`src/grid_bfs_limited_knight_jumps_assert.svh`:
```
// Assertion macros for the knight-jump grid search block.
`ifndef GRID_BFS_LIMITED_KNIGHT_JUMPS_ASSERT_SVH
`define GRID_BFS_LIMITED_KNIGHT_JUMPS_ASSERT_SVH
`ifndef SYNTHESIS
`define GBKJ_ASSERT_NOW(lbl, ante, cons) \
    lbl: assert property (@(posedge i_clk) disable iff (!i_rst_n) (ante) |-> (cons)) \
        else $error("assertion failed: %m");
`define GBKJ_ASSERT_NEXT(lbl, ante, cons) \
    lbl: assert property (@(posedge i_clk) disable iff (!i_rst_n) (ante) |=> (cons)) \
        else $error("assertion failed: %m");
`else
`define GBKJ_ASSERT_NOW(lbl, ante, cons)
`define GBKJ_ASSERT_NEXT(lbl, ante, cons)
`endif
`endif

```
`src/gbkj_pkg.sv`:
```
// Shared types, register codes and move tables of the knight-jump grid search.
package gbkj_pkg;

    typedef logic [1:0] t_cfg_idx;
    typedef logic [3:0] t_move;

    localparam t_cfg_idx CFG_JUMP_LIMIT = 2'd0;
    localparam t_cfg_idx CFG_GRID_COLS  = 2'd1;
    localparam t_cfg_idx CFG_GRID_ROWS  = 2'd2;

    // Moves 0 to 7 are knight jumps, 8 to 11 are the four neighbor steps.
    localparam t_move NUM_KNIGHT = 4'd8;
    localparam t_move LAST_MOVE  = 4'd11;

    function automatic logic signed [2:0] move_dr(input t_move m);
        logic signed [2:0] v;
        case (m)
            4'd0: v = 3'sd1;
            4'd1: v = 3'sd2;
            4'd2: v = 3'sd2;
            4'd3: v = 3'sd1;
            4'd4: v = -3'sd1;
            4'd5: v = -3'sd2;
            4'd6: v = -3'sd2;
            4'd7: v = -3'sd1;
            4'd8: v = 3'sd1;
            4'd10: v = -3'sd1;
            default: v = 3'sd0;
        endcase
        return v;
    endfunction

    function automatic logic signed [2:0] move_dc(input t_move m);
        logic signed [2:0] v;
        case (m)
            4'd0: v = 3'sd2;
            4'd1: v = 3'sd1;
            4'd2: v = -3'sd1;
            4'd3: v = -3'sd2;
            4'd4: v = -3'sd2;
            4'd5: v = -3'sd1;
            4'd6: v = 3'sd1;
            4'd7: v = 3'sd2;
            4'd9: v = 3'sd1;
            4'd11: v = -3'sd1;
            default: v = 3'sd0;
        endcase
        return v;
    endfunction

endpackage

```
`src/gbkj_move_unit.sv`:
```
// Shared move unit: applies one move offset, checks the grid bounds and forms the map row base.
module gbkj_move_unit #(
    parameter int RW = 6,
    parameter int CW = 6
) (
    input  logic                 i_clk,
    input  logic                 i_en,
    input  logic [RW-1:0]        i_row,
    input  logic [CW-1:0]        i_col,
    input  gbkj_pkg::t_move      i_move,
    input  logic [RW:0]          i_rows,
    input  logic [CW:0]          i_cols,
    output logic                 o_ok,
    output logic [RW-1:0]        o_row,
    output logic [CW-1:0]        o_col,
    output logic [RW+CW:0]       o_prod
);
    import gbkj_pkg::*;

    logic signed [RW+1:0] nr;
    logic signed [CW+1:0] nc;
    logic                 ok;
    logic                 r_ok;
    logic [RW-1:0]        r_row;
    logic [CW-1:0]        r_col;
    logic [RW+CW:0]       r_prod;

    always_comb begin
        nr = $signed({2'b00, i_row}) + (RW+2)'(move_dr(i_move));
        nc = $signed({2'b00, i_col}) + (CW+2)'(move_dc(i_move));
        ok = (nr >= 0) && (nr < $signed({1'b0, i_rows}))
            && (nc >= 0) && (nc < $signed({1'b0, i_cols}));
    end

    always_ff @(posedge i_clk) begin
        if (i_en) begin
            r_ok   <= ok;
            r_row  <= nr[RW-1:0];
            r_col  <= nc[CW-1:0];
            r_prod <= (RW+CW+1)'(nr[RW-1:0]) * (RW+CW+1)'(i_cols);
        end
    end

    assign o_ok   = r_ok;
    assign o_row  = r_row;
    assign o_col  = r_col;
    assign o_prod = r_prod;
endmodule

```
`config.mk`:
```
export PLATFORM = sky130hd
export DESIGN_NAME = gbkj_move_unit
export DESIGN_NICKNAME = d
export VERILOG_FILES = /design/src/grid_bfs_limited_knight_jumps_assert.svh /design/src/gbkj_pkg.sv /design/src/gbkj_move_unit.sv
export SDC_FILE = /design/constraint.sdc
export NUM_CORES = 1
export LEC_CHECK = 0
export BUFFER_PORTS_ARGS = -buffer_cell sky130_fd_sc_hd__buf_2
export CELL_PAD_IN_SITES_DETAIL_PLACEMENT = 0
export CELL_PAD_IN_SITES_GLOBAL_PLACEMENT = 1
export CORE_ASPECT_RATIO = 1.5
export CORE_MARGIN = 4
export CORE_UTILIZATION = 40
export DETAILED_ROUTE_END_ITERATION = 8
export PLACE_DENSITY_LB_ADDON = 0.1
export SYNTH_ARGS = -nofsm -noshare
export SYNTH_HDL_FRONTEND = slang
export SYNTH_SLANG_ARGS = --single-unit
```
`constraint.sdc`:
```
create_clock -name i_clk -period 7.8 [get_ports i_clk]
set_input_delay 1.95 -clock i_clk [delete_from_list [all_inputs] [get_ports i_clk]]
set_output_delay 1.95 -clock i_clk [all_outputs]
set_load 0.02 [all_outputs]
```
# Yosys cells after proc, flatten, opt, wreduce, memory -nomap -nowiden

Memory sizes are Yosys's and may differ from the RTL's.
Index checks and enable logic that the tools add are counted.

Register bits after elaboration: 26
Memory bits (read-only): 96
Output and inout bits: 26
Memories kept: 2

Memories:

| memory           | words | bits a word | rd ports | clocked after Yosys merged registers in | write ports | line           | source |
|---|---|---|---|---|---|---|---|
| (name not given) | 16    | 3           | 1        | 0                                       | 0           | gbkj_pkg.sv:17 | `case (m)` |
| (name not given) | 16    | 3           | 1        | 0                                       | 0           | gbkj_pkg.sv:35 | `case (m)` |

Add/subtract/negate cells: 2
$mul: 1
Magnitude comparators: 4
Reductions and logical operators: 3

Operator list:

| operator             | number |
|---|---|
| $add A7 B3 Y8        | 2 |
| $ge A8 B1 Y1 const B | 2 |
| $lt A8 B8 Y1         | 2 |
| $mul A6 B7 Y13       | 1 |
| $logic_and A1 B1 Y1  | 3 |

# Depth between registers and ports, before layout

An unclocked memory read counts as a cell.

Depth in word-level cells: 6
Gate-level depth with buffers: 23

# Worst setup path before layout

OpenSTA, ideal clock, no wires.

Path kind: input -> register
Start: input i_move[0]
End: register r_prod[10], in the netlist o_prod[10] (data pin)
Setup time: 260 ps
Arrival time: 6760 ps
Required time: 7540 ps
Slack: 780 ps
Stages: 20
Buffers on the path: 0
Path through: inv_1 > ha_1 > mux2_2 > ha_1 > fa_1 > a21o_1 > a21o_1 > xor2_1 > and2_1 > fa_1 > fa_1 > inv_1 > fa_1 > inv_1 > ha_1 > nand3_1 > nor3b_2 > a2111oi_2 > nor2_1 > xor2_1

Cells in the longest elaborated chain, start to end: 3

Ends and longest elaborated chain:

| element              | line                 | source |
|---|---|---|
| from (decl)          | gbkj_move_unit.sv:10 | `input gbkj_pkg::t_move i_move,` |
| $mem_v2 Z16 W3       | --                   |  |
| $add A7 B3 Y8        | gbkj_move_unit.sv:29 | `nr = $signed({2'b00, i_row}) + (RW+2)'(move_dr(i_move));` |
| via nr[4]            | gbkj_move_unit.sv:20 | `logic signed [RW+1:0] nr;` |
| $mul A6 B7 Y13       | gbkj_move_unit.sv:40 | `r_prod <= (RW+CW+1)'(nr[RW-1:0]) * (RW+CW+1)'(i_cols);` |
| to (signal assigned) | gbkj_move_unit.sv:40 |  |
| to (decl)            | gbkj_move_unit.sv:26 | `logic [RW+CW:0] r_prod;` |

The timed path passes the listed nets, and every way through them passes these cells.
A chain may end at the register's enable or synchronous reset.

# Final worst setup path

Ends and elaborated chain as after synthesis.

==> qor.yml <==
hp-start: "i_col[0]"
synth_simple_gate_area_share: 0.1370
fmax_mhz: 139.2
port-buffer-count: 57
relSlewSlack: 0.6061
hold_path.class: "input pin to flip-flop"
postCtsSetupRepairBufs: 0
antenna_found_initial: 0
synth-seq-cells: 26
cts.sinks: 26
via_per_inst: 4.857
postCtsResizedCells: 0
rows: 38
drive_gt1_frac: 0.1875
syn2layout_area_growth_pct: 17.07
cts_buffer_depth: 2
finalSetupViolCount: 0
syn_area_um2: 3013
place.detailed.hpwl_mm: 5.265
yosysTopAreaCell: "edfxtp_1"
drcViolationCount: 0
pwr-share-seq: 0.230
path_clk_slew_ns: 0.10
status: "complete, no violations"
synth_cells: 303
p_int_uw: 589.7
via_count: 2273
place_congestion: 0.8132
grt_usage: 0.1474
critPathLaunchType: "input pin"
grt_pass1_wl_mm: 10.61
core_area_um2: 7274
synth_compound_area_frac: 0.1100
initial_core_util: 0.4142
final_nets: 476
holdBufCountCts: 0
dieHeight_um: 114.3
slew_viol_final: 0
crit_type: "input pin to flip-flop"
synth_xor_area_frac: 0.05233
cts_tree: "yes"
yosysTopAreaCellShare: 0.2591
clkPwrFrac: 0.112
synth_nets: 410
seq_area_frac_synth: 0.2591
synth_edf_count: 26
yosysWarnings: 0
period_share: 0.9212
p_leak_uw: 0.001772
gr-total-overflow: 0
cts_buffers: 3
grt_pass1_vias: 2396
antenna_cells: 0
die_w_um: 78.86
p_per_area_nw_per_um2: 292.8
muxShareOfSynthArea: 0.003738
rsz0062_at_grt: "no"
die-area_um2: 9013
pwr-share-comb: 0.658
synthDistinctLibCells: 37
holdWs_ns: 2.011
setup-tns-final_ns: 0
totalWireLength_mm: 6.165
required_ns: 7.84
synth_area_leaders: "edfxtp_1 (26%), ha_1 (22%), fa_1 (15%), inv_1 (6.7%), and2_1 (5.6%)"
fin_crit_ns: 7.185
ctsHtreeMaxLevel: 1
io_pins: 58
ant_nets: 0
synth_ff_type: "edfxtp_1"
postSynth.asyncResetShare: 0
cts_root_buffer: "clkbuf_8"
worstMarginPinSlew_ns: 0.5908
p_sw_uw: 443.0
hold_depth: 2
drt-initial-drc-count: 40
synth_top_family_by_area: "adder cells"
drtPass1Iterations: 4
synth_fa_ha_area_frac: 0.3688
min_to: "o_col[0]"
grt_max_degree: 27
syn_area_per_cell_um2: 9.944
wire_per_inst_um: 13.17
hold_viol: 0
cp-end-kind: "flip-flop"
max-cap-violations: 0
worst-path-max-fanout: 9
arrival_ns: 7.23
vdd_drop_max_uv: 111.2
sw_frac_of_total: 0.4289
layout by cell type (no fill, tap or decap), types with 2 or more instances in the layout:
master	count
nor4_1	2
a31oi_1	2
xnor2_1	11
o21bai_1	4
ha_1	52
nor2_1	12
nand3_1	4
o21ai_0	10
a21oi_1	9
and2_1	27
buf_4	5
xor2_1	7
nand2b_1	3
nor3_1	4
o22ai_1	2
a21o_1	6
o31a_1	2
o21a_1	3
inv_1	54
edfxtp_1	26
clkbuf_8	3
buf_2	57
nand2_1	22
a2111oi_0	2
fa_1	23
a211oi_1	2
sequential cells by signal, indices dropped and copies added, names as in the netlist:
name    cells
o_row       6
o_col       6
o_prod     13
o_ok        1
metrics by stage:
step / cells / setup slack [ns] / area, µm² / power (µW) / utilization
2_1_floorplan: 303 / 0.7803 / 3013 / 764.1 / -
3_3_place_gp: 464 / 0.3884 / 3456 / 920.9 / 0.4751
3_5_place_dp: 464 / 0.2779 / 3456 / 931.2 / 0.4751
4_1_cts: 468 / 0.5854 / 3527 / 1053 / 0.4849
5_1_grt: 468 / 0.2917 / 3527 / 1155 / 0.4849
6_report: 468 / 0.6150 / 3527 / 1033 / 0.4849
kinds of logic after synthesis:
family          Yosys count
compound gates           49
xor+xnor                 18
fa+ha+maj                75
buf+inv                  55
flops                    26
mux                       1
simple gates             79
power groups by stage:
stage	Clock [µW]	Sequential (µW)	Combinational [µW]
2_1_floorplan	0	298	466
3_3_place_gp	0	242	679
3_5_place_dp	0	241	690
4_1_cts	121	239	693
5_1_grt	126	242	787
6_report	116	238	679
cells in the mapped netlist (2+ instances only):
library cell	number
inv_1	54
ha_1	52
and2_1	27
edfxtp_1	26
fa_1	23
nand2_1	22
nor2_1	12
xnor2_1	11
o21ai_0	10
a21oi_1	9
xor2_1	7
a21o_1	6
nand3_1	4
nor3_1	4
o21bai_1	4
nand2b_1	3
o21a_1	3
a2111oi_0	2
a211oi_1	2
a31oi_1	2
nor4_1	2
o22ai_1	2
o31a_1	2
final cells by class:
class | instances | area [µm²]
Clock inverter | 1 | 30.03
Multi-Input combinational cell | 222 | 2024
Tap cell | 100 | 125.1
Timing Repair Buffer | 62 | 322.8
Sequential cell | 26 | 780.7
Clock buffer | 3 | 41.29
Inverter | 54 | 202.7
Fill cell | 721 | 3747
critical path, stage by stage:
cell and delay, ns:
buf_2 0.13, inv_1 0.07, ha_1 0.32, mux2_2 0.27
ha_1 0.20, fa_1 0.40, a21o_1 0.17, a21o_1 0.19
xor2_1 0.14, buf_4 0.16, and2_1 0.17, fa_1 0.49
inv_1 0.05, fa_1 0.50, fa_1 0.54, inv_1 0.04
ha_1 0.36, a21oi_1 0.16, o21bai_1 0.12, a2111oi_2 0.52
nor2_1 0.12, xor2_1 0.15
how the worst max path moves through the flow:
stage,from,to,cells after the start
floorplan,i_move[0],o_prod[10],20
global placement,i_move[0],o_prod[10],22
detailed placement,i_move[0],o_prod[10],22
CTS,i_move[0],o_prod[10],22
global route,i_move[0],o_prod[10],22
finish,i_move[0],o_prod[10],22
routing by layer:
metal	track usage	up-vias	part of all wire
li1	-	1156	-
met1	0.1581	1075	0.39
met2	0.2961	37	0.55
met3	0.01575	5	0.042
met4	0.04243	0	0.013
met5	0	-	0
Note: power is estimated with default switching activity, not from simulation.
